[config.mk]
export PLATFORM = sky130hd
export DESIGN_NAME = ids_mul
export DESIGN_NICKNAME = d
export VERILOG_FILES = /design/src/ids_pkg.sv /design/src/ids_mul.sv
export SDC_FILE = /design/constraint.sdc
export NUM_CORES = 2
export LEC_CHECK = 0
export BUFFER_PORTS_ARGS = -buffer_cell sky130_fd_sc_hd__clkbuf_2
export CAP_MARGIN = 10
export CELL_PAD_IN_SITES_DETAIL_PLACEMENT = 1
export CELL_PAD_IN_SITES_GLOBAL_PLACEMENT = 2
export CORE_MARGIN = 2
export CORE_UTILIZATION = 30
export CTS_BUF_LIST = sky130_fd_sc_hd__clkbuf_2 sky130_fd_sc_hd__clkbuf_4 sky130_fd_sc_hd__clkbuf_8
export CTS_CLUSTER_SIZE = 28
export DETAILED_ROUTE_END_ITERATION = 12
export GPL_ROUTABILITY_DRIVEN = 0
export PLACE_DENSITY = 0.68
export SYNTH_ARGS = -nofsm -noshare
export SYNTH_HDL_FRONTEND = slang
export SYNTH_SLANG_ARGS = --single-unit
[constraint.sdc]
create_clock -name clk -period 12.3 [get_ports clk]
set_input_delay 1.23 -clock clk [delete_from_list [all_inputs] [get_ports clk]]
set_output_delay 1.23 -clock clk [all_outputs]
set_load 0.03 [all_outputs]
[src/ids_pkg.sv]
// shared types, codes and defaults for the ignition and diffusion step unit
// no dependencies
`default_nettype none

package ids_pkg;

  // default grid capacity
  localparam int MAX_CELLS_DEF = 1024;

  // operand and product widths of the shared multiplier
  localparam int MUL_A_W = 35;
  localparam int MUL_B_W = 17;
  localparam int MUL_P_W = MUL_A_W + MUL_B_W;

  // action codes
  localparam logic [1:0] ACT_LOAD = 2'd0;
  localparam logic [1:0] ACT_STEP = 2'd1;
  localparam logic [1:0] ACT_READ = 2'd2;

  // cell phases
  localparam logic [1:0] PH_UNBURNT = 2'd0;
  localparam logic [1:0] PH_BURNING = 2'd1;
  localparam logic [1:0] PH_BURNT   = 2'd2;

  // configuration register indexes
  localparam logic [2:0] REG_TIME_STEP     = 3'd0;
  localparam logic [2:0] REG_BURN_DURATION = 3'd1;
  localparam logic [2:0] REG_IGNITION_TEMP = 3'd2;
  localparam logic [2:0] REG_DIFFUSION     = 3'd3;
  localparam logic [2:0] REG_HEAT_GAIN     = 3'd4;
  localparam logic [2:0] REG_CELL_COUNT    = 3'd5;

  // sequencer states
  typedef enum logic [3:0] {
    ST_CLEAR,
    ST_IDLE,
    ST_READ,
    ST_PRE1,
    ST_PRE2,
    ST_RD,
    ST_MUL1,
    ST_MUL2,
    ST_WB,
    ST_FIN
  } ids_state_t;

endpackage

`default_nettype wire

[src/ids_mul.sv]
// shared signed multiplier with registered product
// depends on ids_pkg
`default_nettype none

module ids_mul (
  input  wire logic                               clk,
  input  wire logic signed [ids_pkg::MUL_A_W-1:0] a,
  input  wire logic signed [ids_pkg::MUL_B_W-1:0] b,
  output logic      signed [ids_pkg::MUL_P_W-1:0] prod
);

  // one product per cycle
  always_ff @(posedge clk) begin
    prod <= a * b;
  end

endmodule

`default_nettype wire

# ---- After elaboration in Yosys (flattened, before gate mapping)
# Index checks and enable logic that the tools add are counted.
dict set report word_totals {
  ff_bits 52
  elab_cells 2
}
dict set report op_classes {
  multipliers 1
}
# op n
set ops {}
lappend ops {{multiplier 35 x 17 -> 52 bit} 1}

# ---- Logic depth before layout (Yosys ltp)
dict set report depth {
  depth_word 1
  mapped_depth 25
  mapped_depth_nobuf 23
}

# ---- Least setup slack after synthesis
# OpenSTA, ideal clock, no wires.
dict set report synth_path {
  kind {input -> register}
  startpoint {in b[2] in the netlist's numbering}
  endpoint {reg prod[51] in the netlist's numbering}
  n_path_buf 2
  cell_stages 24
  t_arrival_ns 6.964
  required_ns 12.228
  path_slack_ns 5.264
  setup_ns 0.072
  path_cell_list {clkbuf_1 -> clkbuf_1 -> nand2_1 -> fa_1 -> inv_1 -> fa_1 -> inv_1 -> fa_1 -> inv_1 -> fa_1 -> fa_1 -> inv_1 -> fa_1 -> inv_1 -> ha_1 -> a21oi_1 -> o21ai_1 -> a221oi_1 -> nor2_1 -> a211o_1 -> a21o_1 -> a221o_1 -> a21oi_1 -> xnor2_1}
}
dict set report synth_between {
  elab_chain_cells 1
}
# item line
set synth_lines {}
lappend synth_lines {{from (decl)} ids_mul.sv:8} ;# input wire logic signed [ids_pkg::MUL_B_W-1:0] b,
lappend synth_lines {{multiplier 35 x 17 -> 52 bit} ids_mul.sv:14} ;# prod <= a * b;
lappend synth_lines {{to (signal assigned)} ids_mul.sv:14}
lappend synth_lines {{to (decl)} ids_mul.sv:9} ;# output logic signed [ids_pkg::MUL_P_W-1:0] prod
# No other way between the ends.

# ---- Worst setup path in the final report
dict set report layout_path {
  startpoint {in b[2] in the netlist's numbering}
  endpoint {reg prod[48] in the netlist's numbering}
}
# Same word-level chain as after synthesis.

==> results <==
- Summed over its instances, the top area cell type makes up 52.9% of the synthesized netlist area.
- The combined area of the multi-input logic cells is 17,700 um2.
- Counting the fill cells in the layout gives just over 8,000.
- The share of final-layout standard cells stronger than drive strength 1 is 5.85%.
- The number of flops mapped to enable cells by yosys is 0.
- The number of flip-flops under the largest register name is 52.
- The first-iteration detailed-routing DRC count is between 600 and 700.
- Once the floorplan was initialized, standard cells occupied 30.4% of the core.
- Headroom to the max-slew limit came out at roughly 23%.
- The share of the cycle needed by the critical path after routing is around 65%.
- TritonCTS built the clock tree.
- The number of optimization iterations in the first detailed-route pass is 5.
- After detailed placement, the total cell area comes to 22,800 um2.
- Summed over all layers, the global routing overflow is 0.
- Clock-pin slew was measured on the worst setup and hold paths at approximately 0.15 ns.
- Setup repair after global routing left no endpoint under its margin.
- The critical path goes through clkbuf_2 > nand2_1 > fa_1 > fa_1 > fa_1 > inv_1 > fa_1 > fa_1 > inv_1 > fa_1 > inv_1 > ha_1 > o21a_1 > o211ai_1 > or4_1 > or2_0 > o22ai_2 > nor2_2 > o22ai_4 > a311oi_2 > xnor2_1.
- Counting flops and latches in the post-synthesis netlist gives 52.
- The longest clock path from root to sink contains 2 buffers.
- After layout, the worst setup slack is ~4.3 ns.
- The biggest area contributor in the post-synthesis netlist is fa_1.
- The via count of the first global-routing pass is 18,200.
- Dividing the detail-routed wire length by the instance count gives about 19 um.
- The share of flip-flops with an asynchronous set or reset is 0%.
- The residual DRC count is 0.
- Counting instances, the worst hold path has a depth of 2.
- The final critical delay including setup and external delays is 8.01 ns.
- The final count of pins violating max slew is 0.
- The most instantiated flip-flop cell in the synthesis netlist is dfxtp_1.
- On the critical path, the stage with the largest delay is an instance of clkbuf_2.
- The residual antenna-violating net count after detailed routing is 0.
- The number of buffers created by CTS is 5.
- Setup violations remaining at the end of the flow were counted as 0.
- The core region area is just over 70,000 um2.
- The quantity of hold-fixing buffers added after cts is 0.
- The slew at the pin closest to its max-slew limit is 1.16 ns.
- By area the synthesized netlist is led by fa_1, inv_1, and2_1.
- The synthesized net count is 3,085.
- Summed over all nets, the half-perimeter wirelength after detailed placement is 51,800 um.
- The worst slack at placement is approximately 3.9 ns.
- By count the netlist is led by inv_1, fa_1, nand2_1, and2_1, ha_1.
- In the final layout, the registers with the most flip-flops are prod: 52 flops.
- The final-report hold violation count is 0.
- The cell count after synthesis is roughly 2,300.
- Entering global routing, the biggest net connects 36 pins.
- Across every metal layer, demand over resource in global routing totals roughly 18%.
- The number of H-tree levels is 2.
- The area added between synthesis and finish is 6.71%.
- Registers take 1040 um2.
- At the worst endpoint, the required time is between 10 and 15 ns.
- The floorplan step set the die height to 271 um.
- The synthesized netlist contains 56 unique library cells.
- The most frequent cell on the critical path is fa_1.
- The cell area that synthesis handed to floorplanning was around 21,000 um2.
- The cell chosen for the clock root is clkbuf_8.
- The max-cap violation count is 0.
- For this run, the slowest stage of the critical path takes 0.81 ns.
- After detailed routing, the number of vias per cell comes to 4.59.
- After detailed routing, the total wire length is roughly 63,000 um.
- The worst hold-check path type is input port to flip-flop.
- For this block, the via count after detailed routing is 15,100.
- After routing the design area is 22,900 um2.
- The synthesized area per cell is between 9 and 10 um2.
- The post-cts gate resize count is 0.
- The count of pins on the block boundary is 105.
- The count of port buffers added during placement is 104.
- The initial antenna violation count was 5.
- The die is 271 um wide.
- The flow ran to the end, and the final reports show no timing, DRC or antenna violations.
- The number of synthesis warnings is 0.
- The number of nets at the end of the flow is between 3,000 and 4,000.
- The maximum fanout along the worst path is 35.
- In this run the post-CTS setup repair buffer count came out at 0.
- Among all cell types in the netlist, the one instantiated most often is inv_1.
- After routing, the total negative slack on setup checks comes to 0 ns.
- For this run, the share of the core covered by cells in the final layout is 32.5%.
- The type of destination of the critical path is a flip-flop.
- By startpoint and endpoint, the worst setup path is classified as input port to flip-flop.
- The first global-routing pass estimated 103,000 um of wire.
- The die covers 73,500 um2.
- The achievable clock frequency is 0.125 GHz.
- Ranked by flip-flop count, first place goes to prod.
- STA puts the critical path data arrival time at 8.31 ns.
- The floorplan has 97 rows.
- Sequential cells were found to cover between 4 and 5% of the synthesized design area.
- The critical path startpoint category is an input port.
- The clock drives 52 sinks.
==> metal layers <==
layer / global-route usage, % / part of all wire [%] / vias up / wire length (um)
li1: - / - / 6739 / -
met1: 22.9 / 43 / 8135 / 27200
met2: 33.2 / 52 / 187 / 32600
met3: 2.11 / 2.9 / 55 / 1860
met4: 4.02 / 2.0 / 6 / 1270
met5: 0 / 0.054 / - / 34
==> final cells by class <==
class	count	area share, %
multi-input combinational	1586	77.5
inverter	598	9.82
tap	940	5.15
sequential	52	4.56
timing repair buffer	113	2.57
clock buffer	5	0.301
clock inverter	3	0.0821
antenna	1	0.0109
==> stage by stage <==
step,cells,hold slack [ns]
4_1_cts,3297,1.36
2_1_floorplan,2345,1.35
3_3_place_gp,3289,1.67
6_report,3298,1.36
5_1_grt,3297,1.39
3_5_place_dp,3289,1.68
==> critical path: cells and delay by family <==
family	cells	cell delay (ns)
buffers and inverters	4	0.97
and+or+nand+nor	4	1.16
xor gates and xnor gates	1	0.25
adders and majority gates	7	3.56
AOI/OAI and AO/OA	5	1.07
==> layout by cell type, fill, tap and decap left out, types with 2 or more instances in the layout <==
master / n
clkbuf_8: 5
nand2_1: 334
a21oi_2: 2
inv_1: 598
nor2_1: 54
a31oi_1: 5
xor2_1: 14
nand3_1: 3
o211ai_1: 5
buf_4: 9
o21ai_1: 10
and3_1: 3
a211oi_1: 4
nand2b_1: 11
a221oi_1: 2
xnor2_1: 40
a311oi_2: 2
ha_1: 121
nand4_1: 8
a21o_1: 15
o2111ai_1: 2
clkbuf_2: 104
o21ai_0: 23
o21a_1: 4
fa_1: 566
a221o_1: 2
nor2b_1: 2
clkinv_2: 2
a211o_1: 2
and2_1: 259
o21bai_1: 8
a21oi_1: 51
a211oi_2: 2
dfxtp_1: 52
mux2i_1: 2
nor3_1: 9
==> worst paths after layout <==
kind | startpoint | to | slack [ns]
max | b[2] | prod[48] | 4.29
min | a[0] | prod[0] | 1.36
==> cell families after synthesis <==
group / after synthesis / synth area share, %
compound gates: 152 / 4.79
xor+xnor: 54 / 2.21
fa+ha+maj: 687 / 60.0
buf+inv: 707 / 12.4
flops: 52 / 4.86
mux: 2 / 0.0935
simple gates: 691 / 15.6
Power is not shown: default switching activity piles up to over one toggle a cycle in this logic, so the estimate is an artifact.
